[src/pdec_pkg.sv]
// shared types, constants and hex helpers for the percent-escape decoder
package pdec_pkg;

    // escape introducer
    localparam logic [7:0] PCT_CHAR = 8'h25;

    // default depth of the queue between front and back
    localparam int FIFO_DEPTH = 4;

    // most bytes one input item can produce
    localparam int MAX_EMIT = 3;

    // escape phase, one-hot
    typedef enum logic [2:0] {
        PH_IDLE  = 3'b001,
        PH_PCT   = 3'b010,
        PH_DIGIT = 3'b100
    } pdec_phase_t;

    // bytes produced by one input item, byte 0 goes out first
    typedef struct packed {
        logic [MAX_EMIT-1:0][7:0] bytes;
        logic [1:0]               count;
        logic                     last;
    } pdec_entry_t;

    // true for 0-9, a-f, A-F
    function automatic logic hex_valid(input logic [7:0] b);
        hex_valid = (b >= 8'h30 && b <= 8'h39) ||
                    (b >= 8'h61 && b <= 8'h66) ||
                    (b >= 8'h41 && b <= 8'h46);
    endfunction

    // nibble value of a hex digit, zero for anything else
    function automatic logic [3:0] hex_value(input logic [7:0] b);
        logic [7:0] v;
        v = 8'h00;
        if (b >= 8'h30 && b <= 8'h39)
        begin
            v = b - 8'h30;
        end
        else if (b >= 8'h61 && b <= 8'h66)
        begin
            v = b - 8'h61 + 8'd10;
        end
        else if (b >= 8'h41 && b <= 8'h46)
        begin
            v = b - 8'h41 + 8'd10;
        end
        hex_value = v[3:0];
    endfunction

endpackage

[src/pdec_front.sv]
// front end: tracks the escape phase and turns each input item into a queue entry
module pdec_front (
    input  logic                 clk,
    input  logic                 rst_n,
    input  logic                 accept,
    input  logic [7:0]           in_byte,
    input  logic                 in_last,
    output logic                 push,
    output pdec_pkg::pdec_entry_t entry,
    output logic                 idle
);

    pdec_pkg::pdec_phase_t phase_reg, phase_next;
    logic [7:0]            held_reg, held_next;

    // classify the byte and build the list of bytes to emit
    always_comb
    begin
        logic       is_hex;
        logic       is_pct;
        logic [1:0] cnt;
        is_hex     = pdec_pkg::hex_valid(in_byte);
        is_pct     = (in_byte == pdec_pkg::PCT_CHAR);
        cnt        = 2'd0;
        entry      = '0;
        phase_next = phase_reg;
        held_next  = held_reg;

        case (phase_reg)
            pdec_pkg::PH_PCT:
            begin
                if (is_hex)
                begin
                    held_next  = in_byte;
                    phase_next = pdec_pkg::PH_DIGIT;
                end
                else
                begin
                    entry.bytes[cnt] = pdec_pkg::PCT_CHAR;
                    cnt = cnt + 2'd1;
                    if (is_pct)
                    begin
                        phase_next = pdec_pkg::PH_PCT;
                    end
                    else
                    begin
                        entry.bytes[cnt] = in_byte;
                        cnt = cnt + 2'd1;
                        phase_next = pdec_pkg::PH_IDLE;
                    end
                end
            end
            pdec_pkg::PH_DIGIT:
            begin
                if (is_hex)
                begin
                    entry.bytes[cnt] = {pdec_pkg::hex_value(held_reg),
                                        pdec_pkg::hex_value(in_byte)};
                    cnt = cnt + 2'd1;
                    held_next  = 8'h00;
                    phase_next = pdec_pkg::PH_IDLE;
                end
                else
                begin
                    entry.bytes[cnt] = pdec_pkg::PCT_CHAR;
                    cnt = cnt + 2'd1;
                    entry.bytes[cnt] = held_reg;
                    cnt = cnt + 2'd1;
                    held_next = 8'h00;
                    if (is_pct)
                    begin
                        phase_next = pdec_pkg::PH_PCT;
                    end
                    else
                    begin
                        entry.bytes[cnt] = in_byte;
                        cnt = cnt + 2'd1;
                        phase_next = pdec_pkg::PH_IDLE;
                    end
                end
            end
            default:
            begin
                if (is_pct)
                begin
                    phase_next = pdec_pkg::PH_PCT;
                end
                else
                begin
                    entry.bytes[cnt] = in_byte;
                    cnt = cnt + 2'd1;
                    phase_next = pdec_pkg::PH_IDLE;
                end
            end
        endcase

        // end of string flushes whatever escape is pending
        if (in_last)
        begin
            if (phase_next == pdec_pkg::PH_PCT)
            begin
                entry.bytes[cnt] = pdec_pkg::PCT_CHAR;
                cnt = cnt + 2'd1;
            end
            else if (phase_next == pdec_pkg::PH_DIGIT)
            begin
                entry.bytes[cnt] = pdec_pkg::PCT_CHAR;
                cnt = cnt + 2'd1;
                entry.bytes[cnt] = held_next;
                cnt = cnt + 2'd1;
            end
            phase_next = pdec_pkg::PH_IDLE;
            held_next  = 8'h00;
        end

        entry.count = cnt;
        entry.last  = in_last;
    end

    assign push = accept && (entry.count != 2'd0);
    assign idle = (phase_reg == pdec_pkg::PH_IDLE);

    // phase and held digit advance on each accepted item
    always_ff @(posedge clk or negedge rst_n)
    begin
        if (!rst_n)
        begin
            phase_reg <= pdec_pkg::PH_IDLE;
            held_reg  <= 8'h00;
        end
        else if (accept)
        begin
            phase_reg <= phase_next;
            held_reg  <= held_next;
        end
    end

endmodule

[src/pdec_fifo.sv]
// short queue of entries between the front end and the back end
module pdec_fifo #(
    parameter int DEPTH = pdec_pkg::FIFO_DEPTH
) (
    input  logic                  clk,
    input  logic                  rst_n,
    input  logic                  push,
    input  pdec_pkg::pdec_entry_t wr_entry,
    input  logic                  pop,
    output pdec_pkg::pdec_entry_t head,
    output logic                  full,
    output logic                  empty
);

    localparam int PTR_W = (DEPTH > 1) ? $clog2(DEPTH) : 1;
    localparam int CNT_W = $clog2(DEPTH + 1);

    pdec_pkg::pdec_entry_t mem_reg [DEPTH];
    logic [PTR_W-1:0]      wr_ptr_reg, rd_ptr_reg;
    logic [CNT_W-1:0]      count_reg;

    assign head  = mem_reg[rd_ptr_reg];
    assign full  = (count_reg == CNT_W'(DEPTH));
    assign empty = (count_reg == '0);

    // entry storage
    always_ff @(posedge clk)
    begin
        if (push)
        begin
            mem_reg[wr_ptr_reg] <= wr_entry;
        end
    end

    // pointers and fill count
    always_ff @(posedge clk or negedge rst_n)
    begin
        if (!rst_n)
        begin
            wr_ptr_reg <= '0;
            rd_ptr_reg <= '0;
            count_reg  <= '0;
        end
        else
        begin
            if (push)
            begin
                wr_ptr_reg <= (wr_ptr_reg == PTR_W'(DEPTH - 1)) ? '0 : wr_ptr_reg + 1'b1;
            end
            if (pop)
            begin
                rd_ptr_reg <= (rd_ptr_reg == PTR_W'(DEPTH - 1)) ? '0 : rd_ptr_reg + 1'b1;
            end
            if (push && !pop)
            begin
                count_reg <= count_reg + 1'b1;
            end
            else if (pop && !push)
            begin
                count_reg <= count_reg - 1'b1;
            end
        end
    end

endmodule

[src/pdec_back.sv]
// back end: sends the bytes of the head entry one per cycle while the output is not stalled, through an output register
module pdec_back (
    input  logic                  clk,
    input  logic                  rst_n,
    input  pdec_pkg::pdec_entry_t head,
    input  logic                  empty,
    output logic                  pop,
    output logic                  m_tvalid,
    input  logic                  m_tready,
    output logic [7:0]            m_tdata,   // out_byte [7:0]
    output logic                  m_tlast
);

    logic [1:0] idx_reg;
    logic       valid_reg;
    logic [7:0] data_reg;
    logic       last_reg;
    logic       load;
    logic       take;
    logic       final_byte;

    // output register frees up when empty or being taken
    assign load       = !valid_reg || m_tready;
    assign take       = load && !empty;
    assign final_byte = (idx_reg == head.count - 2'd1);
    assign pop        = take && final_byte;

    // byte index within the head entry and the output register
    always_ff @(posedge clk or negedge rst_n)
    begin
        if (!rst_n)
        begin
            idx_reg   <= 2'd0;
            valid_reg <= 1'b0;
        end
        else
        begin
            if (take)
            begin
                idx_reg <= final_byte ? 2'd0 : idx_reg + 2'd1;
            end
            if (load)
            begin
                valid_reg <= !empty;
            end
        end
    end

    // output payload
    always_ff @(posedge clk)
    begin
        if (take)
        begin
            data_reg <= head.bytes[idx_reg];
            last_reg <= head.last && final_byte;
        end
    end

    assign m_tvalid = valid_reg;
    assign m_tdata  = data_reg;
    assign m_tlast  = last_reg;

endmodule

[src/percent_escape_decoder.sv]
// top level of the percent-escape decoder: front end, queue, back end
// Decodes a percent-escaped string arriving one byte per item, tlast on the final
// byte; each "%hh" (either case) becomes one byte, a malformed escape passes its
// bytes through literally, and the final output byte carries tlast. An input item
// is taken every cycle while the entry queue (FIFO_DEPTH entries) has room; each
// item yields zero to three bytes, an item that yields any becomes one queue entry,
// and the back end sends one byte per cycle while m_tready holds, so sustained rate
// is one item per cycle as long as the output bytes per item average one or less.
// Items yielding two or three bytes hold the back end while they go out byte by
// byte, and input stalls only once the queue fills. An accepted item is written
// into the queue, and its first byte then passes through the output register.
module percent_escape_decoder #(
    parameter int FIFO_DEPTH = pdec_pkg::FIFO_DEPTH
) (
    input  logic       clk,
    input  logic       rst_n,
    input  logic       s_tvalid,
    output logic       s_tready,
    input  logic [7:0] s_tdata,   // in_byte [7:0]
    input  logic       s_tlast,
    output logic       m_tvalid,
    input  logic       m_tready,
    output logic [7:0] m_tdata,   // out_byte [7:0]
    output logic       m_tlast
);

    logic                  accept;
    logic                  push;
    logic                  pop;
    logic                  full;
    logic                  empty;
    logic                  front_idle;
    pdec_pkg::pdec_entry_t wr_entry;
    pdec_pkg::pdec_entry_t head;

    assign s_tready = !full;
    assign accept   = s_tvalid && s_tready;

    // classify input bytes
    pdec_front u_front (
        .clk     (clk),
        .rst_n   (rst_n),
        .accept  (accept),
        .in_byte (s_tdata),
        .in_last (s_tlast),
        .push    (push),
        .entry   (wr_entry),
        .idle    (front_idle)
    );

    // decoupling queue
    pdec_fifo #(
        .DEPTH (FIFO_DEPTH)
    ) u_fifo (
        .clk      (clk),
        .rst_n    (rst_n),
        .push     (push),
        .wr_entry (wr_entry),
        .pop      (pop),
        .head     (head),
        .full     (full),
        .empty    (empty)
    );

    // serialize bytes to the output
    pdec_back u_back (
        .clk      (clk),
        .rst_n    (rst_n),
        .head     (head),
        .empty    (empty),
        .pop      (pop),
        .m_tvalid (m_tvalid),
        .m_tready (m_tready),
        .m_tdata  (m_tdata),
        .m_tlast  (m_tlast)
    );

    // a final byte always yields at least one output byte
    assert property (@(posedge clk) disable iff (!rst_n)
        accept && s_tlast |-> push)
        else $error("final item produced no entry");

    // no escape survives the end of a string
    assert property (@(posedge clk) disable iff (!rst_n)
        accept && s_tlast |=> front_idle)
        else $error("escape pending after end of string");

    // queued entries always hold at least one byte
    assert property (@(posedge clk) disable iff (!rst_n)
        !empty |-> head.count != 2'd0)
        else $error("empty entry in queue");

endmodule
[config.mk]
export PLATFORM = sky130hd
export DESIGN_NAME = percent_escape_decoder
export DESIGN_NICKNAME = d
export VERILOG_FILES = /design/src/pdec_pkg.sv /design/src/pdec_front.sv /design/src/pdec_fifo.sv /design/src/pdec_back.sv /design/src/percent_escape_decoder.sv
export SDC_FILE = /design/constraint.sdc
export NUM_CORES = 1
export LEC_CHECK = 0
export BUFFER_PORTS_ARGS = -buffer_cell sky130_fd_sc_hd__buf_2
export CAP_MARGIN = 40
export CORE_AREA = 2 2 140 128
export CTS_BUF_LIST = sky130_fd_sc_hd__clkbuf_4 sky130_fd_sc_hd__clkbuf_8 sky130_fd_sc_hd__clkbuf_16
export DETAILED_ROUTE_END_ITERATION = 10
export DIE_AREA = 0 0 142 130
export GPL_TIMING_DRIVEN = 0
export HOLD_SLACK_MARGIN = 0.08
export PLACE_DENSITY_LB_ADDON = 0.05
export SETUP_SLACK_MARGIN = 0.02
export SLEW_MARGIN = 20
export SYNTH_ARGS = -nofsm -noshare
export SYNTH_HDL_FRONTEND = slang
export SYNTH_SLANG_ARGS = --single-unit
[constraint.sdc]
create_clock -name clk -period 8.1 [get_ports clk]
set_input_delay 0.81 -clock clk [delete_from_list [all_inputs] [get_ports clk]]
set_output_delay 0.81 -clock clk [all_outputs]
set_load 0.02 [all_outputs]
# After elaboration in Yosys (flattened, before gate mapping)
# Memory sizes are Yosys's and may differ from the RTL's.
# Cells that the tools add are included.
# word_totals
register_bits	30
latch_bits	0
ramBits	108
rom_bits	0
out_inout_bits	11
memories	1
# op_classes
addsub	18
multipliers	0
n_div	0
n_lt_le_gt_ge	17
eq_ne	9
shifts	0
n_mux	47
bitwise_logic	3
n_reduce_logical	26
# memory_table
name	depth	word_bits	read_ports	rd_ports_with_merged_regs	write_ports	line_no	source
u_fifo.mem_reg	4	27	1	0	1	pdec_fifo.sv:18	pdec_pkg::pdec_entry_t mem_reg [DEPTH];
# ops
cell	n
2-to-1 mux 24 bit	3
2-to-1 mux 8 bit	8
case mux 8 bit (2 select lines)	3
demux 8 bit (select 2 bit)	2
>= comparator 8 x 7 -> 1 bit (second input constant)	4
<= comparator 8 x 7 -> 1 bit (second input constant)	4
2-to-1 mux 16 bit	2
bitwise mux 24 bit	1
2-to-1 mux 4 bit	6
subtractor 4 x 1 -> 4 bit (second input constant)	6
2-to-1 mux 2 bit	10
adder 4 bit (second input constant)	4
binary-select mux 8 bit (select 2 bit)	1
>= comparator 8 x 6 -> 1 bit (second input constant)	2
<= comparator 8 x 6 -> 1 bit (second input constant)	2
AND 15 bit	1
logical AND 1 bit	15
2-to-1 mux 3 bit	5
inverter 15 bit	1
adder 2 x 1 -> 2 bit (second input constant)	5
equality test 3 bit (second input constant)	3
less-than comparator 2 x 3 -> 1 bit (second input constant)	3
OR 9 bit	1
equality test 8 x 6 -> 1 bit (second input constant)	1
14 further kinds	27

# Logic depth before layout (Yosys ltp)
# logic_depth
ltp_word	17
mapped_depth	19
depth_no_buf	18

# Cells and area by module
# Synthesis repeated with hierarchy kept, for this count alone.
# unflattened
hier_cells	453
area_unflattened_um2	6717.7
# by_module_without_submodules
module	n_inst	cells_each	area_each_um2	seq_area_each_um2
pdec_fifo	1	178	4319.1	3418.3
pdec_front	1	217	1764.2	276.5
pdec_back	1	56	624.3	345.3
percent_escape_decoder	1	2	10.0	0.0

# Worst setup path before layout
# OpenSTA, ideal clock, no wires.
# synth_path
path_type	input port to flip-flop
start	input port s_tdata[1]
end	memory u_fifo.mem_reg[0][0] (netlist name) (enable)
arrival_ps	3907
required_ps	7686
path_slack_ps	3779
stages	11
path_buffers	0
cell_sequence	inv_1 ha_1 nor3b_1 o31a_1 o22ai_2 ha_1 nand2b_1 a21oi_1 a211oi_1 a21oi_4 nor2b_1
# synth_between
elab_chain_len	15
word_cells_on_any_way	33
classes_between	add/sub (2); order compare (6); eq/ne (3); mux (15); reduce/logical (7)
# synth_rtl
element	line_no	source
from (decl)	percent_escape_decoder.sv:19	input logic [7:0] s_tdata,
>= comparator 8 x 6 -> 1 bit (tied with other cells)	pdec_pkg.sv:29	hex_valid = (b >= 8'h30 && b <= 8'h39) ||
logical AND 1 bit, on equally long branches	pdec_pkg.sv:29, pdec_pkg.sv:30	
logical OR 1 bit	pdec_pkg.sv:29	
logical OR 1 bit	pdec_pkg.sv:30	(b >= 8'h61 && b <= 8'h66) ||
2-to-1 mux 2 bit, on equally long branches	pdec_front.sv:55, pdec_front.sv:32	
case mux 2 bit (2 select lines)	pdec_front.sv:29	case (phase_reg)
adder 2 x 1 -> 2 bit	pdec_front.sv:103, pdec_front.sv:108	
adder 2 x 1 -> 2 bit	pdec_front.sv:110	cnt = cnt + 2'd1;
2-to-1 mux 2 bit	pdec_front.sv:105	else if (phase_next == pdec_pkg::PH_DIGIT)
2-to-1 mux 2 bit	pdec_front.sv:100	if (phase_next == pdec_pkg::PH_PCT)
2-to-1 mux 2 bit (*)	pdec_front.sv:98	if (in_last)
nonzero test 2 bit (*)	pdec_front.sv:120	assign push = accept && (entry.count != 2'd0);
logical AND 1 bit (*)	pdec_front.sv:120	
2-to-1 mux 1 bit (*)	pdec_fifo.sv:29	if (push)
2-to-1 mux 1 bit (not written as such) (*)	pdec_fifo.sv:31	mem_reg[wr_ptr_reg] <= wr_entry;
to (decl)	pdec_fifo.sv:18	
# Every way passes the cells marked *; elsewhere a longest branch is shown, timed or not.

# Worst setup path in the final report
# layout_path
start	input port s_tdata[0]
end	register u_fifo.count_reg[1]
# layout_between
elab_chain_len	16
word_cells_on_any_way	36
classes_between	add/sub (2); order compare (6); eq/ne (3); mux (14); reduce/logical (11)
# layout_rtl
element	line_no	source
>= comparator 8 x 6 -> 1 bit (tied with other cells)	pdec_pkg.sv:29	
logical AND 1 bit, on equally long branches	pdec_pkg.sv:29, pdec_pkg.sv:30	
logical OR 1 bit	pdec_pkg.sv:29	
logical OR 1 bit	pdec_pkg.sv:30	
2-to-1 mux 2 bit, on equally long branches	pdec_front.sv:55, pdec_front.sv:32	
case mux 2 bit (2 select lines)	pdec_front.sv:29	
adder 2 x 1 -> 2 bit	pdec_front.sv:103, pdec_front.sv:108	
adder 2 x 1 -> 2 bit	pdec_front.sv:110	
2-to-1 mux 2 bit	pdec_front.sv:105	
2-to-1 mux 2 bit	pdec_front.sv:100	
2-to-1 mux 2 bit (*)	pdec_front.sv:98	
nonzero test 2 bit (*)	pdec_front.sv:120	
logical AND 1 bit (*)	pdec_front.sv:120	
net push	percent_escape_decoder.sv:28	logic push;
zero test 1 bit	pdec_fifo.sv:58	else if (pop && !push)
logical AND 1 bit	pdec_fifo.sv:58	
nonzero test 2 bit (no line)	n/a	
to (signal assigned)	pdec_fifo.sv:56	count_reg <= count_reg + 1'b1;
to (signal assigned)	pdec_fifo.sv:60	count_reg <= count_reg - 1'b1;
to (decl)	pdec_fifo.sv:20	logic [CNT_W-1:0] count_reg;
# Mark *: on every way through the listed nets, which the timed path passes. The rest lies on a longest branch.
# A chain may end at the register's enable or synchronous reset.

==> results.json <==
{
  "ant_nets": 0,
  "grt_usage_pct": 17.9,
  "cts.sinks": 138,
  "grt_pass1_vias": 3859,
  "netlist.area_leader.share_pct": 52.6,
  "ys_seq_area_share_pct": 60.5,
  "crit_buf_inv": 4,
  "grt_max_degree": 22,
  "fillers": 1529,
  "post_cts_buffers": 0,
  "worstPathRequired_ns": 8.41,
  "synthFlopType": "edfxtp_1",
  "synth.distinct_cells": 71,
  "cp-start-kind": "input pin",
  "area_growth_pct": 16.2,
  "end_kind": "register",
  "vdd_ir_drop_max_uv": 153,
  "clockBufferDepth": 2,
  "max_freq_mhz": 246,
  "arrival_ns": 4.38,
  "path_class": "in2reg",
  "hold_buffers": 0,
  "crit_chain": "buf_2 -> inv_1 -> ha_1 -> o21bai_1 -> o2bb2ai_2 -> o22ai_2 -> ha_1 -> nand2b_1 -> nor2_1 -> nor2_1 -> a21oi_4 -> inv_1 -> ha_1 -> inv_1 -> fa_1 -> mux2_2",
  "die_y_um": 130,
  "ys_ff_latch": 138,
  "core_mm2": 0.0172,
  "viasPerCell": 5.33,
  "fp.dieW_um": 142,
  "wl_um": 15300,
  "status": "complete, no violations",
  "initial_utilization_pct": 38.8,
  "clk_latency_ns": 0.42,
  "dr.pass1.iters": 4,
  "reg2reg_to": "u_fifo.count_reg[1]",
  "tightestPinTransition_ns": 0.850,
  "ios": 24,
  "yosys_warnings": 0,
  "drc": 0,
  "grt_pass1_wl_um": 23400,
  "r2r_start": "u_front.phase_reg[2]",
  "place.gp.congestion": 0.823,
  "setup_tns_ns": 0,
  "cellPowerDensity_mw_per_mm2": 327,
  "min_path_type": "in2async",
  "cpMaxStageDelayCell": "o21bai_1",
  "cp_max_fo": 8,
  "synth-async-reset-ratio_pct": 15.2,
  "critPathTopFamily": "compound AO/OA/AOI/OAI gates",
  "syn-num-nets": 480,
  "synth_area_per_cell_um2": 14.9,
  "synth_area_leaders": "edfxtp_1, mux4_2, dfrtp_1, ha_1, nand2_1",
  "r2r_cells": 15,
  "cpPeakStageDelay_ns": 0.41,
  "power_w": 0.00254,
  "first_iter_violations": 203,
  "period_share_pct": 50.3,
  "hold_viol": 0,
  "die_area_mm2": 0.0185,
  "vias": 3838,
  "clk_pin_slew_ns": 0.06,
  "antenna_found_initial": 0,
  "cts_tree": "done",
  "setup_violations": 0,
  "ctsResizeCount": 0,
  "syn_inst": 447,
  "nets": 525,
  "drive_above_1_share_pct": 25.8,
  "cts_made_buffers": 17,
  "synth_most_common_cell": "edfxtp_1",
  "syn-cell-area_mm2": 0.00667,
  "r2r_setup_slack_ns": 4.48,
  "num_rows": 46,
  "wl_per_cell_um": 21.3,
  "drv_cap": 0,
  "diodes": 0,
  "synth_edf_count": 117,
  "skew_ns": 0.00746,
  "overflow": 0,
  "rsz0062_at_grt": "false",
  "yosys-top-cells-count": "edfxtp_1, nand2_1, inv_1, mux4_2, dfrtp_1",
  "yosysTopAreaCell": "edfxtp_1",
  "largest_register_ffs": 108,
  "hpwl_um": 10900,
  "port_buffers": 21,
  "htreeDepth": 4,
  "slew_headroom_pct": 43.4,
  "leakage_nw": 2.85,
  "cp-startpoint": "s_tdata[0]",
  "cts_root_buf": "clkbuf_16",
  "slew_violations": 0,
  "finalCriticalPeriod_ns": 4.07
}
## cells by family (layout without fill, tap and decap cells)
| logic type | count (synthesis) | after routing | synth area share (%) |
|---|---|---|---|
| adder cells (fa/ha/maj) | 20 | 20 | 3.86 |
| AO/OA/AOI/OAI | 95 | 95 | 10.6 |
| flip-flops | 138 | 138 | 60.5 |
| multiplexers | 43 | 43 | 12.1 |
| buffers and inverters | 43 | 100 | 3.04 |
| AND/OR/NAND/NOR | 98 | 98 | 8.47 |
| XOR/XNOR | 10 | 10 | 1.42 |
## cell type report
cell class | count | area (um^2) | area share [%]
flip-flops and latches | 138 | 4040 | 52.1
well taps | 216 | 270 | 3.49
plain buffers | 19 | 113 | 1.45
inverters | 24 | 90.1 | 1.16
clock buffers | 17 | 425 | 5.49
multi-input cells | 266 | 2460 | 31.8
repair buffers | 26 | 204 | 2.63
clock inverters | 14 | 146 | 1.89
## worst max-delay path by stage
stage | end | slack (ns) | cells after the start
after floorplan | u_fifo.mem_reg[0][0] | 3.78 | 11
after global placement | u_fifo.mem_reg[0][7] | 2.04 | 12
after detailed placement | u_fifo.count_reg[1] | 3.60 | 16
after CTS | u_fifo.count_reg[1] | 4.04 | 16
after global routing | u_fifo.count_reg[1] | 3.79 | 16
final | u_fifo.count_reg[1] | 4.03 | 16
## worst register-to-register path: stages, from the launching register on
cell,delay (ns)
dfrtp_1,0.36
buf_2,0.15
or3b_1,0.34
buf_2,0.17
a21oi_1,0.16
o22ai_2,0.15
ha_1,0.30
nand2b_1,0.15
nor2_1,0.16
nor2_1,0.10
a21oi_4,0.39
inv_1,0.09
ha_1,0.23
inv_1,0.07
fa_1,0.40
mux2_2,0.27
## layer usage
metal,global-route usage [%],wire [um]
met5,0,0
met1,25.3,7580
met4,6.76,260
met2,27.1,6950
met3,3.96,554
## placed cells by master (no fill, tap or decap), drive strengths merged, types with 6 or more instances in the layout
master | Yosys | routed
edfxtp | 117 | 117
buf | 12 | 38
nand2 | 31 | 31
inv | 24 | 28
mux4 | 27 | 27
clkbuf | 7 | 24
o21ai | 23 | 23
nor2 | 21 | 21
dfrtp | 20 | 20
ha | 19 | 19
a21oi | 16 | 16
o22ai | 13 | 13
mux2i | 10 | 10
nor2b | 9 | 9
a22oi | 8 | 8
xnor2 | 7 | 7
nor3 | 7 | 7
nand3 | 6 | 6
mux2 | 6 | 6
## where the power goes
part / leakage, nW / internal [W] / switching, W
logic: 1.19 / 0.000344 / 0.000428
registers: 1.38 / 0.000951 / 0.0000533
clock network: 0.273 / 0.000452 / 0.000307
total: 2.85 / 0.00175 / 0.000788
## through the flow
stage / instance area (um^2) / worst slack (ns) / util [%] / hold slack, ns / std cells
2_1_floorplan: 6670 / 3.78 / - / 0.464 / 447
3_3_place_gp: 7050 / 2.04 / 41.0 / 0.497 / 684
5_1_grt: 7750 / 3.79 / 45.1 / 0.378 / 720
4_1_cts: 7750 / 4.04 / 45.1 / 0.357 / 720
6_report: 7750 / 4.03 / 45.1 / 0.355 / 720
3_5_place_dp: 7180 / 3.60 / 41.7 / 0.495 / 689
No activity file was read; power rests on OpenSTA's default activity.
